### src/sv/mdf_pkg.sv
// Shared types, constants and helpers of the message deframer.
package mdf_pkg;

  // Default width of the length-mode header value
  localparam int unsigned LENGTH_BITS = 16;
  // Depth of the result queue; an item may push two results
  localparam int unsigned QDEPTH = 3;

  // Reset values of the configuration registers
  localparam logic        MODE_RST        = 1'b0;
  localparam logic [15:0] MAX_PAYLOAD_RST = 16'd255;
  localparam logic [7:0]  DELIMITER_RST   = 8'd10;

  // Framing modes
  localparam logic MODE_DELIM  = 1'b0;
  localparam logic MODE_LENGTH = 1'b1;

  // Result kinds
  localparam logic KIND_PAYLOAD = 1'b0;
  localparam logic KIND_END     = 1'b1;

  typedef enum logic [1:0] {
    CFG_MODE        = 2'd0,
    CFG_MAX_PAYLOAD = 2'd1,
    CFG_DELIMITER   = 2'd2
  } cfg_idx_e;

  typedef enum logic [1:0] {
    PH_IDLE   = 2'd0,
    PH_DELIM  = 2'd1,
    PH_HEADER = 2'd2,
    PH_BODY   = 2'd3
  } phase_e;

  typedef enum logic [1:0] {
    ST_OK        = 2'd0,
    ST_TRUNC     = 2'd1,
    ST_PREMATURE = 2'd2,
    ST_NONE      = 2'd3
  } status_e;

  // Input item
  typedef struct packed {
    logic [7:0] data_byte;
    logic       stream_end;
  } in_t;

  // Result item
  typedef struct packed {
    logic        kind;
    logic [7:0]  payload;
    logic [15:0] position;
    logic [15:0] total_length;
    logic [1:0]  status;
    logic        last;
  } out_t;

  // Results of one item handed to the queue
  typedef struct packed {
    logic [1:0] num;
    out_t       r0;
    out_t       r1;
  } push_t;

  function automatic out_t mk_payload(logic [7:0] b, logic [15:0] pos);
    out_t r;
    r              = '0;
    r.kind         = KIND_PAYLOAD;
    r.payload      = b;
    r.position     = pos;
    return r;
  endfunction

  function automatic out_t mk_end(logic [15:0] len, status_e st, logic lst);
    out_t r;
    r              = '0;
    r.kind         = KIND_END;
    r.total_length = len;
    r.status       = st;
    r.last         = lst;
    return r;
  endfunction

  // Queue pointer increment, wraps at the queue depth
  function automatic logic [1:0] qinc(logic [1:0] p);
    logic [1:0] n;
    n = (p == 2'(QDEPTH - 1)) ? 2'd0 : 2'(p + 2'd1);
    return n;
  endfunction

endpackage

### src/sv/mdf_core.sv
// Framing state, configuration registers and per-byte result logic.
module mdf_core #(
  parameter int unsigned LengthBits = mdf_pkg::LENGTH_BITS
) (
  input  logic          clk_i,
  input  logic          rst_ni,
  input  logic          cfg_we_i,
  input  logic [1:0]    cfg_idx_i,
  input  logic [15:0]   cfg_data_i,
  input  logic          step_i,
  input  mdf_pkg::in_t  item_i,
  output mdf_pkg::push_t push_o
);

  localparam int unsigned HdrBytes = (LengthBits + 7) / 8;
  localparam int unsigned CntW     = (LengthBits > 16) ? LengthBits : 16;

  logic                  mode_q;
  logic [15:0]           max_payload_q;
  logic [7:0]            delimiter_q;

  mdf_pkg::phase_e       phase_q, phase_d;
  logic [CntW-1:0]       cnt_q, cnt_d;
  logic [LengthBits-1:0] dlen_q, dlen_d;

  logic [15:0]           lim;
  logic [CntW-1:0]       lim_w;
  logic [CntW-1:0]       dlen_w;
  logic [15:0]           inc16;
  logic [CntW-1:0]       cnt_inc;
  logic [LengthBits-1:0] hdr_base;
  logic [CntW-1:0]       hdr_cnt;
  logic [LengthBits+7:0] hdr_cat;
  logic [LengthBits-1:0] hdr_len;
  logic                  mode_chg;
  mdf_pkg::push_t        push;

  // A zero limit behaves as one
  assign lim     = (max_payload_q == 16'd0) ? 16'd1 : max_payload_q;
  assign lim_w   = CntW'(lim);
  assign dlen_w  = CntW'(dlen_q);
  assign inc16   = 16'(cnt_q[15:0] + 16'd1);
  assign cnt_inc = CntW'(cnt_q + CntW'(1));

  // Header accumulation, big-endian
  assign hdr_base = (phase_q == mdf_pkg::PH_IDLE) ? '0 : dlen_q;
  assign hdr_cnt  = (phase_q == mdf_pkg::PH_IDLE) ? '0 : cnt_q;
  assign hdr_cat  = {hdr_base, item_i.data_byte};
  assign hdr_len  = hdr_cat[LengthBits-1:0];

  assign mode_chg = cfg_we_i && (cfg_idx_i == mdf_pkg::CFG_MODE) && (cfg_data_i[0] != mode_q);

  // Next state and results of one byte
  always_comb begin
    push    = '0;
    phase_d = phase_q;
    cnt_d   = cnt_q;
    dlen_d  = dlen_q;
    if (item_i.stream_end) begin
      push.num = 2'd1;
      unique case (phase_q)
        mdf_pkg::PH_IDLE:   push.r0 = mdf_pkg::mk_end(16'd0, mdf_pkg::ST_NONE, 1'b0);
        mdf_pkg::PH_DELIM:  push.r0 = mdf_pkg::mk_end(cnt_q[15:0], mdf_pkg::ST_PREMATURE, 1'b1);
        mdf_pkg::PH_HEADER: push.r0 = mdf_pkg::mk_end(16'd0, mdf_pkg::ST_PREMATURE, 1'b1);
        mdf_pkg::PH_BODY:   push.r0 = mdf_pkg::mk_end(16'(dlen_w), mdf_pkg::ST_PREMATURE, 1'b1);
        default:            push.r0 = '0;
      endcase
      phase_d = mdf_pkg::PH_IDLE;
      cnt_d   = '0;
      dlen_d  = '0;
    end else if (mode_q == mdf_pkg::MODE_DELIM) begin
      push.num = 2'd1;
      if (item_i.data_byte == delimiter_q) begin
        push.r0 = mdf_pkg::mk_end(cnt_q[15:0], mdf_pkg::ST_OK, 1'b1);
        phase_d = mdf_pkg::PH_IDLE;
        cnt_d   = '0;
        dlen_d  = '0;
      end else begin
        push.r0 = mdf_pkg::mk_payload(item_i.data_byte, cnt_q[15:0]);
        phase_d = mdf_pkg::PH_DELIM;
        cnt_d   = CntW'(inc16);
        // Kept count reached the limit: close as truncated
        if (inc16 >= lim) begin
          push.num = 2'd2;
          push.r1  = mdf_pkg::mk_end(inc16, mdf_pkg::ST_TRUNC, 1'b1);
          phase_d  = mdf_pkg::PH_IDLE;
          cnt_d    = '0;
          dlen_d   = '0;
        end
      end
    end else if (phase_q == mdf_pkg::PH_IDLE || phase_q == mdf_pkg::PH_HEADER) begin
      if (CntW'(hdr_cnt + CntW'(1)) < CntW'(HdrBytes)) begin
        phase_d = mdf_pkg::PH_HEADER;
        cnt_d   = CntW'(hdr_cnt + CntW'(1));
        dlen_d  = hdr_len;
      end else if (hdr_len == '0) begin
        // Empty message ends right after its header
        push.num = 2'd1;
        push.r0  = mdf_pkg::mk_end(16'd0, mdf_pkg::ST_OK, 1'b1);
        phase_d  = mdf_pkg::PH_IDLE;
        cnt_d    = '0;
        dlen_d   = '0;
      end else begin
        phase_d = mdf_pkg::PH_BODY;
        cnt_d   = '0;
        dlen_d  = hdr_len;
      end
    end else begin
      // Length-mode body: pass up to the limit, drop the rest
      if (cnt_q < lim_w) begin
        push.num = 2'd1;
        push.r0  = mdf_pkg::mk_payload(item_i.data_byte, cnt_q[15:0]);
      end
      cnt_d = cnt_inc;
      if (cnt_inc >= dlen_w) begin
        if (cnt_q < lim_w) begin
          push.num = 2'd2;
          push.r1  = mdf_pkg::mk_end(16'(dlen_w),
                       (dlen_w > lim_w) ? mdf_pkg::ST_TRUNC : mdf_pkg::ST_OK, 1'b1);
        end else begin
          push.num = 2'd1;
          push.r0  = mdf_pkg::mk_end(16'(dlen_w),
                       (dlen_w > lim_w) ? mdf_pkg::ST_TRUNC : mdf_pkg::ST_OK, 1'b1);
        end
        phase_d = mdf_pkg::PH_IDLE;
        cnt_d   = '0;
        dlen_d  = '0;
      end
    end
    if (!step_i) begin
      push.num = 2'd0;
    end
  end

  assign push_o = push;

  // Configuration registers
  always_ff @(posedge clk_i or negedge rst_ni) begin
    if (!rst_ni) begin
      mode_q        <= mdf_pkg::MODE_RST;
      max_payload_q <= mdf_pkg::MAX_PAYLOAD_RST;
      delimiter_q   <= mdf_pkg::DELIMITER_RST;
    end else if (cfg_we_i) begin
      unique case (cfg_idx_i)
        mdf_pkg::CFG_MODE:        mode_q        <= cfg_data_i[0];
        mdf_pkg::CFG_MAX_PAYLOAD: max_payload_q <= cfg_data_i;
        mdf_pkg::CFG_DELIMITER:   delimiter_q   <= cfg_data_i[7:0];
        default:                  ;
      endcase
    end
  end

  // Framing state; a mode change drops any partial message
  always_ff @(posedge clk_i or negedge rst_ni) begin
    if (!rst_ni) begin
      phase_q <= mdf_pkg::PH_IDLE;
      cnt_q   <= '0;
      dlen_q  <= '0;
    end else if (mode_chg) begin
      phase_q <= mdf_pkg::PH_IDLE;
      cnt_q   <= '0;
      dlen_q  <= '0;
    end else if (step_i) begin
      phase_q <= phase_d;
      cnt_q   <= cnt_d;
      dlen_q  <= dlen_d;
    end
  end

  // Delimiter mode never uses the header or body phases
  a_delim_phase: assert property (@(posedge clk_i) disable iff (!rst_ni)
    mode_q == mdf_pkg::MODE_DELIM |->
      (phase_q == mdf_pkg::PH_IDLE || phase_q == mdf_pkg::PH_DELIM))
    else $error("delimiter mode in a length-mode phase");

  // A second result is always the closing end report
  a_second_end: assert property (@(posedge clk_i) disable iff (!rst_ni)
    push_o.num == 2'd2 |-> (push_o.r1.kind == mdf_pkg::KIND_END && push_o.r1.last))
    else $error("second result is not a closing end report");

  // Mode change returns the framer to idle
  a_mode_idle: assert property (@(posedge clk_i) disable iff (!rst_ni)
    mode_chg |=> (phase_q == mdf_pkg::PH_IDLE && cnt_q == '0))
    else $error("mode change left a partial message");

endmodule

### src/sv/mdf_outq.sv
// Three-entry result queue; takes up to two results per cycle, gives one per cycle while out_stall_i is low.
module mdf_outq (
  input  logic           clk_i,
  input  logic           rst_ni,
  input  mdf_pkg::push_t push_i,
  output logic           room_o,
  output logic           out_valid_o,
  input  logic           out_stall_i,
  output mdf_pkg::out_t  out_data_o
);

  mdf_pkg::out_t ent_q [mdf_pkg::QDEPTH];
  logic [1:0]    wr_q, rd_q, cnt_q;
  logic [1:0]    wr_d, rd_d, cnt_d;
  logic          pop;

  assign pop         = (cnt_q != 2'd0) && !out_stall_i;
  assign out_valid_o = (cnt_q != 2'd0);
  assign out_data_o  = ent_q[rd_q];
  // Room for a worst-case item of two results
  assign room_o      = (cnt_q <= 2'd1);

  // Pointer and fill count update
  always_comb begin
    wr_d  = wr_q;
    rd_d  = pop ? mdf_pkg::qinc(rd_q) : rd_q;
    unique case (push_i.num)
      2'd1:    wr_d = mdf_pkg::qinc(wr_q);
      2'd2:    wr_d = mdf_pkg::qinc(mdf_pkg::qinc(wr_q));
      default: wr_d = wr_q;
    endcase
    cnt_d = 2'(cnt_q + push_i.num - {1'b0, pop});
  end

  always_ff @(posedge clk_i or negedge rst_ni) begin
    if (!rst_ni) begin
      wr_q  <= '0;
      rd_q  <= '0;
      cnt_q <= '0;
    end else begin
      wr_q  <= wr_d;
      rd_q  <= rd_d;
      cnt_q <= cnt_d;
    end
  end

  // Entry storage
  always_ff @(posedge clk_i) begin
    if (push_i.num != 2'd0) begin
      ent_q[wr_q] <= push_i.r0;
    end
    if (push_i.num == 2'd2) begin
      ent_q[mdf_pkg::qinc(wr_q)] <= push_i.r1;
    end
  end

  // Results only arrive when the queue can hold two more
  a_no_overflow: assert property (@(posedge clk_i) disable iff (!rst_ni)
    push_i.num != 2'd0 |-> cnt_q <= 2'd1)
    else $error("result queue overflow");

  // A two-result transfer with no pop raises the count by two
  a_double_push: assert property (@(posedge clk_i) disable iff (!rst_ni)
    (push_i.num == 2'd2 && !pop) |=> cnt_q == 2'($past(cnt_q) + 2'd2))
    else $error("double push lost an entry");

endmodule

### src/sv/message_deframer.sv
// Top level of the message deframer: input register, framer core, result queue.
//
//  channel  | signals                           | direction
//  ---------+-----------------------------------+----------
//  input    | in_valid_i, in_stall_o, in_data_i | in
//  output   | out_valid_o, out_stall_i, out_data_o | out
//  config   | cfg_we_i, cfg_idx_i, cfg_data_i   | in
//
// One byte per cycle while the input does not stall: a transfer lands in the input
// register, is framed when the queue has room and its results (up to two) enter a
// three-entry result queue. Results leave at one per cycle while out_stall_i is
// low; the input stalls when a byte waits in the input register and the queue
// holds two or more.
// Reset restores mode 0, limit 255, delimiter newline and an idle framer.
module message_deframer #(
  parameter int unsigned LengthBits = mdf_pkg::LENGTH_BITS
) (
  input  logic          clk_i,
  input  logic          rst_ni,
  input  logic          cfg_we_i,
  input  logic [1:0]    cfg_idx_i,
  input  logic [15:0]   cfg_data_i,
  input  logic          in_valid_i,
  output logic          in_stall_o,
  input  mdf_pkg::in_t  in_data_i,
  output logic          out_valid_o,
  input  logic          out_stall_i,
  output mdf_pkg::out_t out_data_o
);

  logic           in_vld_q;
  mdf_pkg::in_t   in_q;
  logic           room;
  logic           step;
  mdf_pkg::push_t push;

  // Registered byte moves on when the queue has room
  assign step       = in_vld_q && room;
  assign in_stall_o = in_vld_q && !room;

  always_ff @(posedge clk_i or negedge rst_ni) begin
    if (!rst_ni) begin
      in_vld_q <= 1'b0;
    end else if (!in_stall_o) begin
      in_vld_q <= in_valid_i;
    end
  end

  always_ff @(posedge clk_i) begin
    if (!in_stall_o && in_valid_i) begin
      in_q <= in_data_i;
    end
  end

  mdf_core #(
    .LengthBits(LengthBits)
  ) u_core (
    .clk_i      (clk_i),
    .rst_ni     (rst_ni),
    .cfg_we_i   (cfg_we_i),
    .cfg_idx_i  (cfg_idx_i),
    .cfg_data_i (cfg_data_i),
    .step_i     (step),
    .item_i     (in_q),
    .push_o     (push)
  );

  mdf_outq u_outq (
    .clk_i       (clk_i),
    .rst_ni      (rst_ni),
    .push_i      (push),
    .room_o      (room),
    .out_valid_o (out_valid_o),
    .out_stall_i (out_stall_i),
    .out_data_o  (out_data_o)
  );

endmodule
### config.mk
export PLATFORM = sky130hd
export DESIGN_NAME = message_deframer
export DESIGN_NICKNAME = d
export VERILOG_FILES = /design/src/sv/mdf_pkg.sv /design/src/sv/mdf_core.sv /design/src/sv/mdf_outq.sv /design/src/sv/message_deframer.sv
export SDC_FILE = /design/constraint.sdc
export NUM_CORES = 1
export LEC_CHECK = 0
export CAP_MARGIN = 20
export CORE_MARGIN = 4
export CORE_UTILIZATION = 55
export CTS_CLUSTER_DIAMETER = 120
export DETAILED_ROUTE_END_ITERATION = 8
export DONT_BUFFER_PORTS = 1
export GPL_ROUTABILITY_DRIVEN = 0
export GPL_TIMING_DRIVEN = 0
export PLACE_DENSITY_LB_ADDON = 0.25
export SLEW_MARGIN = 25
export SYNTH_ARGS = -nofsm -noshare
export SYNTH_HDL_FRONTEND = slang
export SYNTH_SLANG_ARGS = --single-unit
### constraint.sdc
create_clock -name clk_i -period 7.3 [get_ports clk_i]
set_input_delay 1.46 -clock clk_i [delete_from_list [all_inputs] [get_ports clk_i]]
set_output_delay 1.46 -clock clk_i [all_outputs]
set_load 0.02 [all_outputs]
==> metrics.csv <==
stage,metric,value,unit
placement,dpl_cell_area,11840,sq um
floorplanning,num_io_pins,78,
power_and_ir_drop,ir_worst_vdd,0.0002550,V
setup_path,startpoint,u_core.cnt_q[2]$_DFFE_PN0P_,
power_and_ir_drop,power.density,331.9,nW/um^2
cells_and_area,area_growth_syn_to_layout,9.201,%
clock_tree,cts_tree,done,
power_and_ir_drop,p_total,4170,uW
synth,syn-num-nets,1325,
placement,place_ws,477.8,ps
timing,fmax,0.1433,GHz
cells_and_area,drive_above_1_share,7.607,%
clock_tree,cts_sinks,207,
timing,max-slew-margin-rel,37.11,%
setup_path,slowest_stage,o211ai_1,
synth,yosysSeqAreaShare,44.75,%
setup_path,cp.required,7420,ps
floorplanning,dieArea,23290,sq um
timing,finClkSkew,27.05,ps
floorplanning,die_w,152.6,um
synth,syn_area_per_cell,9.429,sq um
setup_path,slowest_delay,640,ps
global_routing,grt_pass1_wl,49040,um
timing,drv_slew,0,
timing,fin_crit_sh,95.63,%
min_path,worst_hold_path_type,register to register,
synth,ys_types,67,
setup_path,worstSetupStartpointType,register,
setup_path,arrival,7100,ps
timing,finalSetupViolations,0,
power_and_ir_drop,leakagePower,0.004996,uW
timing,worst_slew_pin_slew,943.4,ps
timing,final.setup.worst_slack,319.3,ps
global_routing,first_global_vias,8964,
cells_and_area,fillCellCount,1740,
setup_path,r2r_cells,20,
cells_and_area,final_cell_mix,"nand2_1 (225), o21ai_0 (137), dfxtp_1 (75), ha_1 (73), edfxtp_1 (66)",
run_status,status,"finished, final reports clean",
drt,drcViolationCount,0,
timing,rsz0062_at_grt,no,
cells_and_area,fin_area,12560,sq um
setup_path,timing.rr.start,u_core.cnt_q[2]$_DFFE_PN0P_,
drt,wl,31120,um
global_routing,track_usage,26.01,%
floorplanning,core.rowCount,52,
timing,finalCriticalPeriod,6981,ps
synth,ys.flop_type,dfxtp_1,
synth,ys_ff_latch,207,
placement,dpl.hpwl,23790,um
cells_and_area,diodes,0,
global_routing,grt_max_degree,67,
synth,yosysWarnings,0,
cells_and_area,final_net_count,1351,
setup_path,crit_type,register to register,
clock_tree,cts-root-buf,clkbuf_16,
setup_path,end_kind,register,
clock_tree,htreeDepth,1,
drt,vias,9497,
setup_path,r2r_end,u_outq.ent_q[1][11]$_DFFE_PP_,
cells_and_area,layout_commonest_cell,nand2_1,
drt,drt_iter0_drc,835,
setup_path,cp_cell_sequence,buf_1 -> nand2_1 -> or3_1 -> nor2_1 -> xnor2_1 -> inv_1 -> ha_1 -> a21o_1 -> a211oi_1 -> o21ai_0 -> a21oi_1 -> inv_1 -> ha_1 -> mux2i_1 -> o32a_1 -> ha_1 -> clkbuf_1 -> o211ai_1 -> clkbuf_1 -> inv_1,
synth,asyncSetResetFlopFracSynth,31.88,%
floorplanning,core_area,20430,sq um
setup_path,crit_end,u_outq.ent_q[1][11]$_DFFE_PP_,
drt,drtPass1Iterations,7,
job,maxCapViolations,0,
timing,tns,0,ps
global_routing,antenna_found_initial,0,
floorplanning,die_h,152.6,um
clock_tree,cts_buffers,22,
synth,netlist_area,11500,sq um
clock_tree,clk_latency,520,ps
drt,wl_per_cell,20.32,um
placement,portBuffers,0,
timing,holdWs,451.2,ps
drt,detail-route-antenna-nets,0,
synth,synthCells,1220,
clock_tree,cts.clk_slew.worst_paths,60,ps
global_routing,overflow,0,
clock_tree,clk_path_buf_depth,3,
floorplanning,start_util,56.31,%
drt,viasPerCell,6.199,
setup_path,cp_max_fo,19,
synth,synth-edff-count,66,
timing,finalHoldViolations,0,
setup_path,ff2ff_setup_slack,320,ps
-- sequential cells by signal, indices dropped and copies added, names as in the netlist --
signal	count
in_q	9
in_vld_q	1
u_core.cnt_q	16
u_core.delimiter_q	8
u_core.dlen_q	16
u_core.max_payload_q	16
u_core.mode_q	1
u_core.phase_q	2
u_outq.cnt_q	2
u_outq.ent_q	132
u_outq.rd_q	2
u_outq.wr_q	2
-- worst max-delay path, delay by kind of cell (launching register included) --
kind,cells,cell delay [ps]
fa+ha+maj,3,890
buf+inv,6,2000
mux,1,70
xor+xnor,1,170
flops,1,450
compound gates,6,2290
simple gates,3,730
-- kinds of logic after synthesis --
family	Yosys count	share of synthesized area, %
compound gates	331	19.02
buf+inv	135	4.753
simple gates	378	15.19
flops	207	44.75
mux	70	6.363
xor+xnor	26	1.979
fa+ha+maj	73	7.940
-- Yosys cell counts, types with 10 or more instances --
| cell type | count | area, sq um |
|---|---|---|
| a21o_1 | 24 | 180.2 |
| a21oi_1 | 29 | 145.1 |
| a22o_1 | 13 | 113.9 |
| a22oi_1 | 16 | 120.1 |
| buf_2 | 11 | 55.05 |
| clkbuf_1 | 51 | 191.4 |
| dfrtp_1 | 56 | 1401 |
| dfstp_2 | 10 | 262.8 |
| dfxtp_1 | 75 | 1501 |
| edfxtp_1 | 66 | 1982 |
| ha_1 | 73 | 913.4 |
| inv_1 | 62 | 232.7 |
| mux2_2 | 25 | 281.5 |
| mux2i_1 | 45 | 450.4 |
| nand2_1 | 225 | 844.6 |
| nand2b_1 | 33 | 206.5 |
| nand3_1 | 21 | 105.1 |
| nand4_1 | 12 | 75.07 |
| nor2_1 | 27 | 101.4 |
| nor3_1 | 10 | 50.05 |
| nor4_1 | 11 | 68.82 |
| o21ai_0 | 137 | 685.7 |
| o221ai_1 | 45 | 394.1 |
| o22ai_1 | 12 | 75.07 |
| xnor2_1 | 16 | 140.1 |
| xor2_1 | 10 | 87.58 |
-- cell type report --
type                            instances  area, sq um  share of cell area [%]
Tap cell                              270        337.8                   2.689
Clock inverter                          5        25.02                  0.1992
Timing Repair Buffer                    2        15.01                  0.1195
Clock buffer                           35        673.1                   5.359
Multi-Input combinational cell        878         5809                   46.25
Buffer                                 73        314.1                   2.500
Sequential cell                       207         5147                   40.98
Inverter                               62        240.2                   1.912
-- routing by layer --
metal | global-route usage (%) | vias to the layer above | routed length, um | part of all wire [%]
met5 | 0 | - | 0 | 0
met4 | 9.164 | 0 | 1208 | 3.9
met3 | 4.487 | 74 | 2824 | 9.1
met2 | 39.60 | 438 | 13560 | 44
met1 | 37.64 | 4491 | 13530 | 43
li1 | - | 4494 | - | -
-- stage by stage --
step           util [%]  cells
2_1_floorplan         -   1220
3_3_place_gp      57.96   1490
3_5_place_dp      57.96   1490
4_1_cts           61.38   1530
5_1_grt           61.49   1532
6_report          61.49   1532
-- power breakdown --
group | leakage [uW] | switching, uW | internal, uW | total, uW
Sequential | 0.00207 | 165 | 1460 | 1620
Clock | 0.000333 | 448 | 632 | 1080
Combinational | 0.00259 | 1020 | 447 | 1470
-- what timing repair did --
action	CTS	global route
resized for setup	0	2
buffers inserted	0	2
hold buffers	0	0
setup endpoints to repair	0	38
-- worst min-delay path by stage --
stage | startpoint | end | depth (start not counted)
after floorplan | u_outq.ent_q[0][19]$_SDFFE_PP0N_ | u_outq.ent_q[0][19]$_SDFFE_PP0N_ | 2
after global placement | u_outq.ent_q[0][20]$_SDFFE_PP0N_ | u_outq.ent_q[0][20]$_SDFFE_PP0N_ | 2
after detailed placement | u_outq.ent_q[2][39]$_SDFFE_PP0P_ | u_outq.ent_q[2][39]$_SDFFE_PP0P_ | 2
after CTS | u_outq.ent_q[2][39]$_SDFFE_PP0P_ | u_outq.ent_q[2][39]$_SDFFE_PP0P_ | 2
after global routing | u_outq.ent_q[0][19]$_SDFFE_PP0N_ | u_outq.ent_q[0][19]$_SDFFE_PP0N_ | 2
final | u_outq.ent_q[2][37]$_SDFFE_PP0P_ | u_outq.ent_q[2][37]$_SDFFE_PP0P_ | 2
No activity file was read; power rests on OpenSTA's default activity.
